--- config.mk ---
export PLATFORM = sky130hd
export DESIGN_NAME = fdl_interp
export DESIGN_NICKNAME = d
export VERILOG_FILES = /design/src/fdl_pkg.sv /design/src/fdl_interp.sv
export SDC_FILE = /design/constraint.sdc
export NUM_CORES = 2
export LEC_CHECK = 0
export ABC_AREA = 1
export BUFFER_PORTS_ARGS = -buffer_cell sky130_fd_sc_hd__buf_2
export CAP_MARGIN = 20
export CORE_MARGIN = 5
export CORE_UTILIZATION = 27
export DETAILED_ROUTE_END_ITERATION = 6
export PLACE_DENSITY_LB_ADDON = 0.1
export SLEW_MARGIN = 20
export SYNTH_ARGS = -nofsm -noshare
export SYNTH_HDL_FRONTEND = slang
export SYNTH_SLANG_ARGS = --single-unit
--- constraint.sdc ---
create_clock -name clk -period 10.1 [get_ports clk]
set_input_delay 1.01 -clock clk [delete_from_list [all_inputs] [get_ports clk]]
set_output_delay 1.01 -clock clk [all_outputs]
set_load 0.02 [all_outputs]
--- src/fdl_pkg.sv ---
// Shared types, constants and codes for the fractional delay line.
package fdl_pkg;

  localparam int DATA_W        = 32;
  localparam int FRAC_W        = 16;
  localparam int STEP_W        = 11;
  localparam int TAP_W         = 10;
  localparam int CFG_IDX_W     = 2;
  localparam int CFG_W         = DATA_W;
  localparam int MAX_DELAY_DEF = 1024;
  localparam int WGT_W         = FRAC_W + 2;           // signed weight, holds 1.0
  localparam int PROD_W        = DATA_W + WGT_W;

  localparam logic [FRAC_W:0]   FRAC_ONE  = 17'h10000;
  localparam logic [FRAC_W-1:0] FRAC_MASK = 16'hFFFF;

  typedef enum logic [1:0] {
    OP_PUSH = 2'd0,
    OP_FILL = 2'd1,
    OP_READ = 2'd2,
    OP_NOP  = 2'd3
  } opcode_t;

  typedef enum logic [CFG_IDX_W-1:0] {
    REG_STEP = 2'd0,
    REG_FRAC = 2'd1,
    REG_INIT = 2'd2
  } cfg_reg_t;

  // how the result of an item is formed at the output stage
  typedef enum logic [1:0] {
    MODE_ZERO   = 2'd0,
    MODE_TAP    = 2'd1,
    MODE_INTERP = 2'd2,
    MODE_ERR    = 2'd3
  } res_mode_t;

  typedef struct packed {
    opcode_t                    opcode;
    logic signed [DATA_W-1:0]   sample_in;
    logic        [TAP_W-1:0]    tap_index;
  } in_item_t;

  typedef struct packed {
    logic signed [DATA_W-1:0]   sample_out;
    logic                       index_error;
  } out_item_t;

  typedef struct packed {
    logic shift;
    logic fill;
  } cell_ctl_t;

  typedef struct packed {
    logic sel1;
    logic sel2;
    logic mul;
    logic add;
  } pipe_ld_t;

endpackage

--- src/fdl_interp.sv ---
// Linear interpolation datapath: weight products, sum, truncation toward zero.
module fdl_interp (
  input  logic                                clk,
  input  fdl_pkg::pipe_ld_t                   ld,
  input  logic signed [fdl_pkg::DATA_W-1:0]   a,
  input  logic signed [fdl_pkg::DATA_W-1:0]   b,
  input  logic        [fdl_pkg::FRAC_W-1:0]   frac,
  output logic signed [fdl_pkg::DATA_W-1:0]   interp_val,
  output logic signed [fdl_pkg::DATA_W-1:0]   pass_val
);

  localparam int DW = fdl_pkg::DATA_W;
  localparam int FW = fdl_pkg::FRAC_W;
  localparam int PW = fdl_pkg::PROD_W;

  logic        [FW:0]                 wa_u;
  logic signed [fdl_pkg::WGT_W-1:0]   wa;
  logic signed [fdl_pkg::WGT_W-1:0]   wb;
  logic signed [PW-1:0]               pa_nxt;
  logic signed [PW-1:0]               pb_nxt;
  logic signed [PW-1:0]               pa_r;
  logic signed [PW-1:0]               pb_r;
  logic signed [DW-1:0]               a3_r;
  logic signed [PW-1:0]               sum_nxt;
  logic signed [PW-1:0]               sum_r;
  logic signed [DW-1:0]               a4_r;
  logic signed [PW-1:0]               biased;

  // oldest entry weighs (1 - f), the next newer one weighs f
  assign wa_u   = fdl_pkg::FRAC_ONE - {1'b0, frac};
  assign wa     = $signed({1'b0, wa_u});
  assign wb     = $signed({2'b00, frac});
  assign pa_nxt = a * wa;
  assign pb_nxt = b * wb;

  always_ff @(posedge clk) begin
    if (ld.mul) begin
      pa_r <= pa_nxt;
      pb_r <= pb_nxt;
      a3_r <= a;
    end
  end

  assign sum_nxt = pa_r + pb_r;

  always_ff @(posedge clk) begin
    if (ld.add) begin
      sum_r <= sum_nxt;
      a4_r  <= a3_r;
    end
  end

  // negative sums get a bias so that dropping the fraction truncates toward zero
  assign biased     = sum_r + (sum_r[PW-1] ? PW'(fdl_pkg::FRAC_MASK) : PW'(0));
  assign interp_val = biased[DW+FW-1:FW];
  assign pass_val   = a4_r;

endmodule

* Word-level counts from Yosys, hierarchy flattened
Index checks and enable logic that the tools add are counted.
** Storage, ports and cells
- Output and inout port bits :: 64
- Word-level logic and storage cells :: 11
- Input port bits :: 85
- Flip-flop bits (word level) :: 214
** Operators by class
- Add/sub/neg operators :: 3
- Muxes and demuxes :: 1
- Multipliers :: 2
** Operator list (number)
- 50-bit adder :: 1
- 32-bit by 18-bit multiplier with 50-bit output :: 1
- 32-bit by 17-bit multiplier with 49-bit output :: 1
- 48-bit by 16-bit adder with 48-bit output :: 1
- 17-bit by 16-bit subtractor with 17-bit output (first input constant) :: 1
- 16-bit 2-to-1 mux :: 1

* Longest topological paths before layout
- Depth after elaboration :: 2
- Depth in mapped cells :: 40
- Mapped depth without buffers :: 38

* Least setup slack after synthesis
OpenSTA, ideal clock, no wires.
- Path kind :: input to register
- Start point :: in frac[0] in the netlist's numbering
- End point :: reg pa_r[49] (data pin)
- Setup slack :: 2710 ps
- Buffers on the path :: 3
- Required time :: 9846 ps
- Setup time :: 254 ps
- Stages :: 34
- Arrival :: 7136 ps
- Cell sequence :: clkbuf_1 buf_1 inv_1 ha_1 nand2_1 nor2_2 inv_1 nor2_1 inv_1 nor2_2 inv_1 nand2_1 nand2_1 clkbuf_1 nor2_1 fa_1 inv_1 fa_1 fa_1 fa_1 inv_1 fa_1 inv_1 fa_1 inv_1 ha_1 nand2_1 nor2_1 nand3_1 or2_2 nand2_1 nand3_1 nand4_1 nand2_1
** Between the ends
- Word-level cells in the longest chain between the ends :: 2
** RTL lines
- start, declared :: line fdl_interp.sv:7 : input logic [fdl_pkg::FRAC_W-1:0] frac,
- 17-bit by 16-bit subtractor with 17-bit output :: line fdl_interp.sv:30 : assign wa_u = fdl_pkg::FRAC_ONE - {1'b0, frac};
- 32-bit by 18-bit multiplier with 50-bit output :: line fdl_interp.sv:33 : assign pa_nxt = a * wa;
- net pa_nxt[49] :: line fdl_interp.sv:19 : logic signed [PW-1:0] pa_nxt;
- end signal, assigned :: line fdl_interp.sv:38 : pa_r <= pa_nxt;
- end, declared :: line fdl_interp.sv:21 : logic signed [PW-1:0] pa_r;
The timed path passes the listed nets, and every way through them passes these cells.
A chain may end at the register's enable or synchronous reset.

* Worst setup path in the final report
- Start point :: in frac[0] in the netlist's numbering
- End point :: reg pa_r[47] (data pin)
Same word-level chain as after synthesis.

==> metrics.yaml <==
outcome:
  status: "complete, no violations"
global_route:
  gr-total-overflow: 0
  grt_use_total_pct: 17.6
  grt_pass1_wl_um: 275000
  antenna_found_initial: 17
  grt_pass1_vias: 44466
  grt_max_degree: 79
cells_and_area:
  layout-drive-gt1-share_pct: 3.86
  final_nets: 8449
  area_growth_pct: 8.43
  final_cells: 9622
detailed_routing:
  met2_length_um: 84700
  routed_wl_um: 178000
  highest_layer: "met5"
  drcViolationCount: 0
  antenna_left: 0
  viasPerCell: 4.38
  wl_met1_um: 84300
  wl_per_cell_um: 18.5
  firstDrtPassIters: 6
  route.met3.wl_um: 6610
  via_count: 42156
  drtIter0Drc: 2543
critical_path:
  reg2reg_to: "sum_r[44]$_DFFE_PP_"
  r2r-start: "pb_r[0]$_DFFE_PP_"
  cp-end-kind: "flop"
  crit_slowest_cell: "fa_1"
  cp_max_fo: 35
  crit_path_start_kind: "primary input"
  slowest_delay_ps: 590
  r2r_cells: 13
  critPathKind: "primary input to flop"
  cpMostUsedCell: "inv_1"
  arrival_ps: 8350
  r2r_slack_ps: 7190
  cp.required_ps: 10470
place:
  hpwl_um: 153000
  port_buffers: 146
  globalplace.congestion: 0.877
  dp_cells: 9563
floorplanning:
  die_w_um: 451
  rows: 162
  die_h_um: 451
  io_pins: 149
  dieArea_mm2: 0.204
  coreArea_mm2: 0.194
  start_util_pct: 27.0
cts:
  post-cts-setup-buffer-count: 0
  cts_resized: 0
  cts_made_buffers: 30
  cts_tree: "built"
  numClockSinks: 212
  path_clk_slew_ps: 60
  clk_latency_ps: 630
  clock_tree.root_cell: "clkbuf_16"
  cts_hold_buf: 0
  clockBufferDepth: 3
  cts_max_level: 1
hold_path:
  hp-start: "a3_r[20]$_DFFE_PP_"
  hold-path-endpoint: "pass_val[20]$_DFFE_PP_"
  hold_depth: 0
  min_path_type: "flop to flop"
sta:
  finalCriticalPeriod_ps: 7970
  worst_pin_slew_ps: 1050
  finalHoldViolations: 0
  fmax_ghz: 0.125
  tns_ps: 0
  drv_slew: 0
  rsz0062_at_grt: "false"
  finalSetupViolations: 0
  slew_headroom_pct: 30.1
  final.period_utilization_pct: 78.9
  fin_skew_ps: 14.9
synth:
  synth_area_leaders: "fa_1 38%, nand2_1 15%, inv_1 14%"
  seq_area_frac_synth_pct: 12.1
  yosysWarnings: 0
  synth_seq_cells: 212
  syn_area_mm2: 0.0526
  syn_area_per_cell_um2: 7.47
  synth_top_area_share_pct: 38.5
  yosysUniqueCellTypes: 41
  syn_inst: 7037
  synthesis.nets: 8433
  synth_area_leader_cell: "fa_1"
job:
  max-cap-violations: 0
routing by layer:
layer  vias to the layer above  global-route usage (%)
met1                     21069                    24.9
met4                         2                    2.43
met5                         -                       0
met2                       756                    30.3
met3                       110                    1.33
li1                      20219                       -
metrics by stage:
stage          hold WS, ps  utilization (%)  instance area [µm²]  setup WS (ps)
2_1_floorplan          400                -                52600           2710
3_3_place_gp           400             28.8                56000           1550
3_5_place_dp           405             28.8                56000           1520
4_1_cts                416             29.3                57000           2190
5_1_grt                422             29.3                57000           1730
6_report               414             29.3                57000           2130
flip-flops by register name (all words and copies together), names as in the netlist:
signal / cells
pb_r: 49
sum_r: 49
a3_r: 32
pa_r: 50
pass_val: 32
critical path, delay by kind of cell:
family | cells | cell delay, ps
and+or+nand+nor | 16 | 2040
buffers and inverters | 10 | 1570
adders and majority gates | 8 | 3660
worst max path at each step:
| stage | from | end | slack (ps) |
|---|---|---|---|
| 3_3_place_gp | frac[0] | pa_r[47]$_DFFE_PP_ | 1550 |
| 6_report | frac[0] | pa_r[47]$_DFFE_PP_ | 2130 |
| 2_1_floorplan | frac[0] | pa_r[49]$_DFFE_PP_ | 2710 |
| 5_1_grt | frac[0] | pa_r[47]$_DFFE_PP_ | 1730 |
| 3_5_place_dp | frac[0] | pa_r[49]$_DFFE_PP_ | 1520 |
| 4_1_cts | frac[0] | pa_r[47]$_DFFE_PP_ | 2190 |
cell usage after synthesis, drive strengths merged:
cell and number:
a21oi 153, nand3b 6, nor2 589, and3 1, o21ai 60, o211ai 3, ha 300, o21a 2
nor3 35, a21o 2, or2 8, nand3 229, clkinv 9, xor2 60, o21bai 12, nand2 2057
fa 1011, nand4 60, a31o 1, inv 1982, buf 46, clkbuf 161, xnor2 31, a21boi 3
edfxtp 212, and2 4
area by class of cell:
class	instances	area [µm²]
Sequential cell	212	6370
Clock buffer	33	762
Clock inverter	23	245
Multi-Input combinational cell	4627	37900
Timing Repair Buffer	191	1090
Tap cell	2542	3180
Antenna cell	3	7.51
Inverter	1991	7470
Fill cell	21306	137000
cell usage in the layout (no fill, tap or decap), drive strengths merged:
master and n:
bufinv 3, o21ai 60, nand2 2057, and3 1
nand3b 6, ha 300, o21bai 12, o21a 2
nor2 589, buf 191, clkinv 21, nand3 229
clkbuf 33, xnor2 31, a31o 1, diode 3
nor3 35, edfxtp 212, a21o 2, or2 8
inv 1986, nand4 60, and2 4, xor2 60
fa 1011, o211ai 3, a21boi 3, a21oi 153
clkinvlp 4
cells by family (layout without fill, tap and decap cells):
group	after synthesis	after routing	synth area share [%]
other cells	0	3	0
buf+inv	2198	2238	15.9
compound gates	236	236	2.37
simple gates	2989	2989	22.5
flops	212	212	12.1
xor+xnor	91	91	1.53
fa+ha+maj	1311	1311	45.6
Power is not shown: default switching activity piles up to over one toggle a cycle in this logic, so the estimate is an artifact.
