## config.mk

```make
export PLATFORM = sky130hd
export DESIGN_NAME = fdl_cell
export DESIGN_NICKNAME = d
export VERILOG_FILES = /design/src/fdl_pkg.sv /design/src/fdl_cell.sv
export SDC_FILE = /design/constraint.sdc
export NUM_CORES = 1
export LEC_CHECK = 0
export ABC_AREA = 0
export BUFFER_PORTS_ARGS = -buffer_cell sky130_fd_sc_hd__buf_2
export CORE_MARGIN = 5
export CORE_UTILIZATION = 40
export DETAILED_ROUTE_END_ITERATION = 10
export PLACE_DENSITY = 0.76
export REMOVE_ABC_BUFFERS = 1
export SLEW_MARGIN = 5
export SYNTH_ARGS = -nofsm -noshare
export SYNTH_HDL_FRONTEND = slang
export SYNTH_SLANG_ARGS = --single-unit
```

## constraint.sdc

```tcl
create_clock -name clk -period 0.95 [get_ports clk]
set_input_delay 0.095 -clock clk [delete_from_list [all_inputs] [get_ports clk]]
set_output_delay 0.095 -clock clk [all_outputs]
set_load 0.02 [all_outputs]
```

## src/fdl_pkg.sv

```systemverilog
// Shared types, constants and codes for the fractional delay line.
package fdl_pkg;

  localparam int DATA_W        = 32;
  localparam int FRAC_W        = 16;
  localparam int STEP_W        = 11;
  localparam int TAP_W         = 10;
  localparam int CFG_IDX_W     = 2;
  localparam int CFG_W         = DATA_W;
  localparam int MAX_DELAY_DEF = 1024;
  localparam int WGT_W         = FRAC_W + 2;           // signed weight, holds 1.0
  localparam int PROD_W        = DATA_W + WGT_W;

  localparam logic [FRAC_W:0]   FRAC_ONE  = 17'h10000;
  localparam logic [FRAC_W-1:0] FRAC_MASK = 16'hFFFF;

  typedef enum logic [1:0] {
    OP_PUSH = 2'd0,
    OP_FILL = 2'd1,
    OP_READ = 2'd2,
    OP_NOP  = 2'd3
  } opcode_t;

  typedef enum logic [CFG_IDX_W-1:0] {
    REG_STEP = 2'd0,
    REG_FRAC = 2'd1,
    REG_INIT = 2'd2
  } cfg_reg_t;

  // how the result of an item is formed at the output stage
  typedef enum logic [1:0] {
    MODE_ZERO   = 2'd0,
    MODE_TAP    = 2'd1,
    MODE_INTERP = 2'd2,
    MODE_ERR    = 2'd3
  } res_mode_t;

  typedef struct packed {
    opcode_t                    opcode;
    logic signed [DATA_W-1:0]   sample_in;
    logic        [TAP_W-1:0]    tap_index;
  } in_item_t;

  typedef struct packed {
    logic signed [DATA_W-1:0]   sample_out;
    logic                       index_error;
  } out_item_t;

  typedef struct packed {
    logic shift;
    logic fill;
  } cell_ctl_t;

  typedef struct packed {
    logic sel1;
    logic sel2;
    logic mul;
    logic add;
  } pipe_ld_t;

endpackage

```

## src/fdl_cell.sv

```systemverilog
// One storage cell of the delay chain: shifts from its neighbor or loads the fill value.
module fdl_cell (
  input  logic                         clk,
  input  logic                         rst_n,
  input  fdl_pkg::cell_ctl_t           ctl,
  input  logic [fdl_pkg::DATA_W-1:0]   d_prev,
  input  logic [fdl_pkg::DATA_W-1:0]   init_val,
  output logic [fdl_pkg::DATA_W-1:0]   q
);

  logic [fdl_pkg::DATA_W-1:0] q_r;

  always_ff @(posedge clk) begin
    if (!rst_n) begin
      q_r <= '0;
    end else if (ctl.fill) begin
      q_r <= init_val;
    end else if (ctl.shift) begin
      q_r <= d_prev;
    end
  end

  assign q = q_r;

endmodule

```

---- Word level (Yosys, flattened, before mapping) ----
Cells that the tools add are included.
operators by class
  muxes and demuxes ....................... 2
  reduce and logical (&&, ||, !) cells .... 1
operators by type and width
  operator           count
  $mux 32            2
  $reduce_bool 2->1  1
storage, ports and cells
  register bits ........................... 32
  input port bits ......................... 68
  output and inout port bits .............. 32
  logic and storage cells ................. 4

---- Depth between registers and ports, before layout ----
Gate-level depths: netlist of run 1.
  depth after elaboration ................. 2
  mapped depth ............................ 4
  depth with buffers taken out ............ 2

---- Worst setup path after synthesis of run 1 ----
No wires, ideal clock.
  path kind ............................... input to register
  from .................................... input port ctl[1] (netlist bit)
  to ...................................... register q_r (netlist bit q[0])
  library setup time ...................... 0.116 ns
  data arrival time ....................... 0.829 ns
  slack ................................... 0.005 ns
  stages .................................. 4
  path buffers ............................ 2
  cells stage by stage .................... buf_6 > buf_12 > mux2_4 > o211a_1
on the way
  word-level cells in the longest chain between the ends .. 1
RTL lines
  item                         RTL line        RTL
  start: declaration           fdl_cell.sv:5   input fdl_pkg::cell_ctl_t ctl,
  $reduce_bool 2->1 (no line)  --
  end signal: assignment       fdl_cell.sv:17  q_r <= init_val;
  end signal: assignment       fdl_cell.sv:19  q_r <= d_prev;
  end: declaration             fdl_cell.sv:11  logic [fdl_pkg::DATA_W-1:0] q_r;
No other way between the ends.
A chain may end at the register's enable or synchronous reset.

==> flow_metrics.env, run 1 <==
export IMPL_required_ns=1.12
export IMPL_startpoint_type="register"
export IMPL_core_area_um2=4320
export IMPL_fillCellCount=397
export IMPL_wire_per_inst_um=14.3
export IMPL_totalWireLength_mm=4.19
export IMPL_cts_buffer_depth=2
export IMPL_clock_tree_root_cell="clkbuf_8"
export IMPL_cap_violations=0
export IMPL_hold_viol=0
export IMPL_antenna_found_initial=0
export IMPL_synthToLayoutAreaGrowth_pct=35.3
export IMPL_chipWidth_um=76.7
export IMPL_fmax_mhz=1120
export IMPL_clkTransAtPathRegs_ns=0.06
export IMPL_synth_area_per_cell_um2=12.6
export IMPL_yosysUniqueCellTypes=11
export IMPL_grt_max_degree=38
export IMPL_cts_hold_repair_buffers=0
export IMPL_drtIter0Drc=26
export IMPL_whs_path_depth=3
export IMPL_rsz0062_at_grt="false"
export IMPL_largest_reg_flops=32
export IMPL_crit_path_max_fanout=2
export IMPL_via_per_inst=4.92
export IMPL_worst_pin_slew_ns=0.590
export IMPL_outcome="complete, no violations"
export IMPL_hpwl_mm=3.18
export IMPL_post_cts_resized=0
export IMPL_p_leak_nw=1.47
export IMPL_worst_slew_margin_rel_pct=60.7
export IMPL_htree_levels=2
export IMPL_cp_end_kind="register"
export IMPL_synth_seq_cells=32
export IMPL_syn_cell_area_um2=1780
export IMPL_regArea_um2=641
export IMPL_cts_tree="yes"
export IMPL_worstSkewPairLatency_ns=0.27
export IMPL_reg2regPathDepth=2
export IMPL_worstSetupPathType="reg -> reg"
export IMPL_drc_errors=0
export IMPL_synthCells=141
export IMPL_fin_nets=308
export IMPL_ant_nets=0
export IMPL_finalCriticalPeriod_ns=0.891
export IMPL_grt_pass1_wl_mm=7.20
export IMPL_post_cts_buffers=0
export IMPL_die_area_um2=5880
export IMPL_grt_usage_pct=14.9
export IMPL_ir_drop_mv=0.879
export IMPL_vias=1441
export IMPL_holdCritPathClass="in -> reg"
export IMPL_cts_buffers=5
export IMPL_fp_dieH_um=76.7
export IMPL_start_util_pct=41.1
export IMPL_drv_slew=0
export IMPL_diodes=0
export IMPL_setup_viol=0
export IMPL_gr_total_overflow=0
export IMPL_rows=24
export IMPL_drive_gt1_share_pct=59.3
export IMPL_cp_arrival_ns=1.06
export IMPL_clock_sinks=32
export IMPL_fin_skew_ns=0
export IMPL_yosysWarnings=0
export IMPL_gp_congestion=0.692
export IMPL_tns_ns=0
export IMPL_period_share_pct=93.8
export IMPL_power_density_nw_per_um2=1420
export IMPL_multi_input_area_um2=1020
export IMPL_drt_pass1_iter_count=4
export IMPL_grt_pass1_vias=1631
export IMPL_finalPower_mw=3.40
export IMPL_io_pins=100
export IMPL_seq_area_frac_synth_pct=36.0
export IMPL_io_buffer_count=99
==> cell families (layout without fill, tap and decap cells) <==
family / count (synthesis) / in the layout / synth area share [%]
AOI/OAI and AO/OA: 32 / 32 / 18.0
muxes: 32 / 32 / 26.6
DFF: 32 / 32 / 36.0
and+or+nand+nor: 32 / 32 / 12.7
buffers and inverters: 13 / 113 / 6.61
==> power breakdown <==
part,total [mW],internal [mW],switching [mW]
clock network,1.06,0.590,0.468
logic,0.851,0.479,0.371
registers,1.50,1.45,0.0501
==> synth_stat cells <==
library cell | number | area, um2
buf_12 | 3 | 60.1
buf_2 | 1 | 5.00
buf_4 | 3 | 22.5
buf_6 | 1 | 11.3
clkbuf_1 | 5 | 18.8
dfxtp_1 | 32 | 641
mux2_2 | 2 | 22.5
mux2_4 | 30 | 450
nand2b_1 | 11 | 68.8
o211a_1 | 32 | 320
or2b_1 | 21 | 158
==> per-layer routing <==
metal	vias up	wire length [um]	GRT usage, %
met3	5	520	8.43
met1	667	1690	16.2
met4	0	46	4.90
met2	66	1940	24.4
met5	-	0	0
li1	703	-	-
==> worst max-delay path, stage by stage, from the launching register on <==
cell     delay, ns
dfxtp_1       0.32
mux2_4        0.26
o211a_1       0.21
==> placed cells by master (no fill, tap or decap) <==
master | synthesis | routed
buf_12 | 3 | 4
buf_2 | 1 | 99
buf_4 | 3 | 2
clkbuf_1 | 5 | 2
clkbuf_8 | 0 | 6
dfxtp_1 | 32 | 32
mux2_2 | 2 | 2
mux2_4 | 30 | 30
nand2b_1 | 11 | 11
o211a_1 | 32 | 32
or2b_1 | 21 | 21
==> stage by stage <==
step	utilization (%)	hold WS [ns]	std cells	area, um2	worst slack (ns)
after global routing	55.6	0.128	293	2410	0.000234
after floorplan	-	0.228	128	1660	0.0161
after global placement	53.6	0.405	285	2320	-0.107
after CTS	55.6	0.121	293	2410	0.0414
final	55.6	0.128	293	2410	0.0587
after detailed placement	53.6	0.415	285	2320	-0.148
==> layout make-up <==
cell class / count / share of cell area, %
Clock buffer: 8 / 3.74
Sequential cell: 32 / 26.6
Multi-Input combinational cell: 96 / 42.4
Timing Repair Buffer: 105 / 24.5
Tap cell: 52 / 2.70
==> final timing paths <==
| path | slack (ns) | from | to |
|---|---|---|---|
| hold reg to reg | 0.61 | q[26] | q[26] |
| setup reg to reg | 0.06 | q[9] | q[9] |
| hold / removal | 0.13 | init_val[4] | q[4] |
| setup / recovery | 0.06 | q[9] | q[9] |
Power figures use the tool's default switching activity.
==> run 2, diff against run 1 <==
--- a/config.mk
+++ b/config.mk
@@ -7,10 +7,12 @@
 export LEC_CHECK = 0
 export ABC_AREA = 0
 export BUFFER_PORTS_ARGS = -buffer_cell sky130_fd_sc_hd__buf_2
+export CELL_PAD_IN_SITES_DETAIL_PLACEMENT = 1
+export CELL_PAD_IN_SITES_GLOBAL_PLACEMENT = 2
 export CORE_MARGIN = 5
-export CORE_UTILIZATION = 40
+export CORE_UTILIZATION = 23
 export DETAILED_ROUTE_END_ITERATION = 10
-export PLACE_DENSITY = 0.76
+export PLACE_DENSITY_LB_ADDON = 0.1
 export REMOVE_ABC_BUFFERS = 1
 export SLEW_MARGIN = 5
 export SYNTH_ARGS = -nofsm -noshare
==> run 2 against run 1 <==
Compared with the run above: sequential power is essentially flat; clock power grew 4%; die area grew 63%; wire length grew 19%; clock-buffer cell count is the same; combinational power grew 3.4%; clock skew is the same; flip-flop and latch count is the same; worst hold slack gained 0.00087 ns; power grew 2.0%; sequential share of layout area shrank 1.0 points; critical endpoint is now q[8].
==> flow_metrics.env, run 2 (synthesized netlist as in run 1, its figures left out) <==
export IMPL_outcome="complete, no violations"
export IMPL_drtIter0Drc=43
export IMPL_drc_errors=0
export IMPL_chipWidth_um=97.9
export IMPL_ir_drop_mv=0.439
export IMPL_wire_per_inst_um=14.5
export IMPL_cts_buffers=5
export IMPL_fin_skew_ns=0
export IMPL_crit_path_max_fanout=2
export IMPL_worstSkewPairLatency_ns=0.27
export IMPL_cp_depth=1
export IMPL_grt_pass1_vias=1645
export IMPL_worst_slew_margin_rel_pct=89.0
export IMPL_gr_total_overflow=0
export IMPL_drt_pass1_iter_count=3
export IMPL_use_met1_pct=14.6
export IMPL_start_util_pct=23.2
export IMPL_cp_arrival_ns=0.81
export IMPL_hpwl_mm=3.71
export IMPL_die_area_um2=9590
export IMPL_grt_max_degree=33
export IMPL_post_cts_buffers=0
export IMPL_clock_sinks=32
export IMPL_whs_ns=0.129
export IMPL_synthToLayoutAreaGrowth_pct=40.8
export IMPL_totalWireLength_mm=4.98
export IMPL_vias=1442
export IMPL_worstSetupPathType="reg -> out"
export IMPL_clock_tree_root_cell="clkbuf_8"
export IMPL_drv_slew=0
export IMPL_gp_congestion=0.712
export IMPL_grt_pass1_wl_mm=8.36
export IMPL_fp_dieH_um=97.9
export IMPL_cp_slowest_stage_delay_ns=0.36
export IMPL_largest_reg_flops=32
export IMPL_hold_viol=0
export IMPL_place_inst=336
export IMPL_required_ns=0.85
export IMPL_io_pins=100
export IMPL_diodes=0
export IMPL_cap_violations=0
export IMPL_crit_path_cell_trace="buf_2"
export IMPL_grt_usage_pct=10.6
export IMPL_drive_gt1_share_pct=59.5
export IMPL_fmax_mhz=1110
export IMPL_cts_tree="yes"
export IMPL_busiest_layer="met2"
export IMPL_core_area_um2=7650
export IMPL_finalCriticalPeriod_ns=0.905
export IMPL_fin_nets=309
export IMPL_rsz0062_at_grt="false"
export IMPL_cts_buffer_depth=2
export IMPL_r2r_end="q[8]"
export IMPL_worst_pin_slew_ns=0.165
export IMPL_final_cell_mix="98 x buf_2, 32 x o211a_1, 32 x dfxtp_1"
export IMPL_p_leak_nw=1.48
export IMPL_slowest_stage="dfxtp_1"
export IMPL_via_per_inst=4.19
export IMPL_grtUsageMet3_pct=4.14
export IMPL_setup_viol=0
export IMPL_cp_end_kind="output pin"
export IMPL_cp_buffers_inverters=1
export IMPL_worstHoldStart="init_val[30]"
export IMPL_rr_startpoint="q[8]"
export IMPL_ant_nets=0
export IMPL_htree_levels=2
export IMPL_whs_path_depth=3
export IMPL_final_common_cell="buf_2"
export IMPL_gr_usage_met2_pct=15.7
export IMPL_power_density_nw_per_um2=1390
export IMPL_ff2ff_setup_slack_ns=0.06
export IMPL_final_cells=344
export IMPL_min_to="q[30]"
export IMPL_period_share_pct=95.2
export IMPL_cp_top_family="flip-flops"
export IMPL_antenna_found_initial=1
export IMPL_clkTransAtPathRegs_ns=0.07
export IMPL_rows=32
export IMPL_holdCritPathClass="in -> reg"
export IMPL_io_buffer_count=99
export IMPL_reg2regPathDepth=2
export IMPL_startpoint_type="register"
==> run 2: changes by cell type in the layout (fill, tap and decap cells not counted) <==
| cell | before | now |
|---|---|---|
| buf_12 | 4 | 6 |
| buf_2 | 99 | 98 |
==> run 2: worst max-delay path by stage <==
stage	from	to	slack, ns
after detailed placement	ctl[1]	q[31]	-0.15
after global routing	q[8]	q[8]	0.003
after global placement	ctl[1]	q[31]	-0.13
final	q[8]	q[8]	0.05
after floorplan	q[0]	q[0]	0.02
after CTS	q[8]	q[8]	0.02
==> run 2: power breakdown <==
part / leakage, nW / switching (mW) / internal, mW
logic: 1.17 / 0.385 / 0.495
clock network: 0.0455 / 0.506 / 0.591
registers: 0.267 / 0.0509 / 1.45
==> run 2: final cells by class <==
cell class | instances | area, um2
clock buffer | 8 | 90.1
fill | 877 | 5140
multi-input combinational | 96 | 1020
sequential | 32 | 641
tap | 102 | 128
timing repair buffer | 106 | 626
==> run 2: through the flow <==
step                      cell area, um2  power [mW]  TNS [ns]  utilization [%]  setup slack, ns
after detailed placement            2410        2.42     -3.43             31.5           -0.154
after floorplan                     1660        1.98         0                -           0.0161
after global placement              2410        2.42     -3.29             31.5           -0.133
after global routing                2500        3.69         0             32.7          0.00314
after CTS                           2500        3.57         0             32.7           0.0243
final                               2500        3.47         0             32.7           0.0452
==> run 2: timing repair <==
action                                  CTS  global route
hold endpoints to repair                  0             0
endpoints found under the setup margin    0             1
hold buffers                              0             0
resized for setup                         0             1
==> run 2: metal layers <==
metal	share of wire, %	wire (um)
met5	0.26	13
met1	48	2380
met3	8.6	426
met2	43	2120
met4	0.62	31
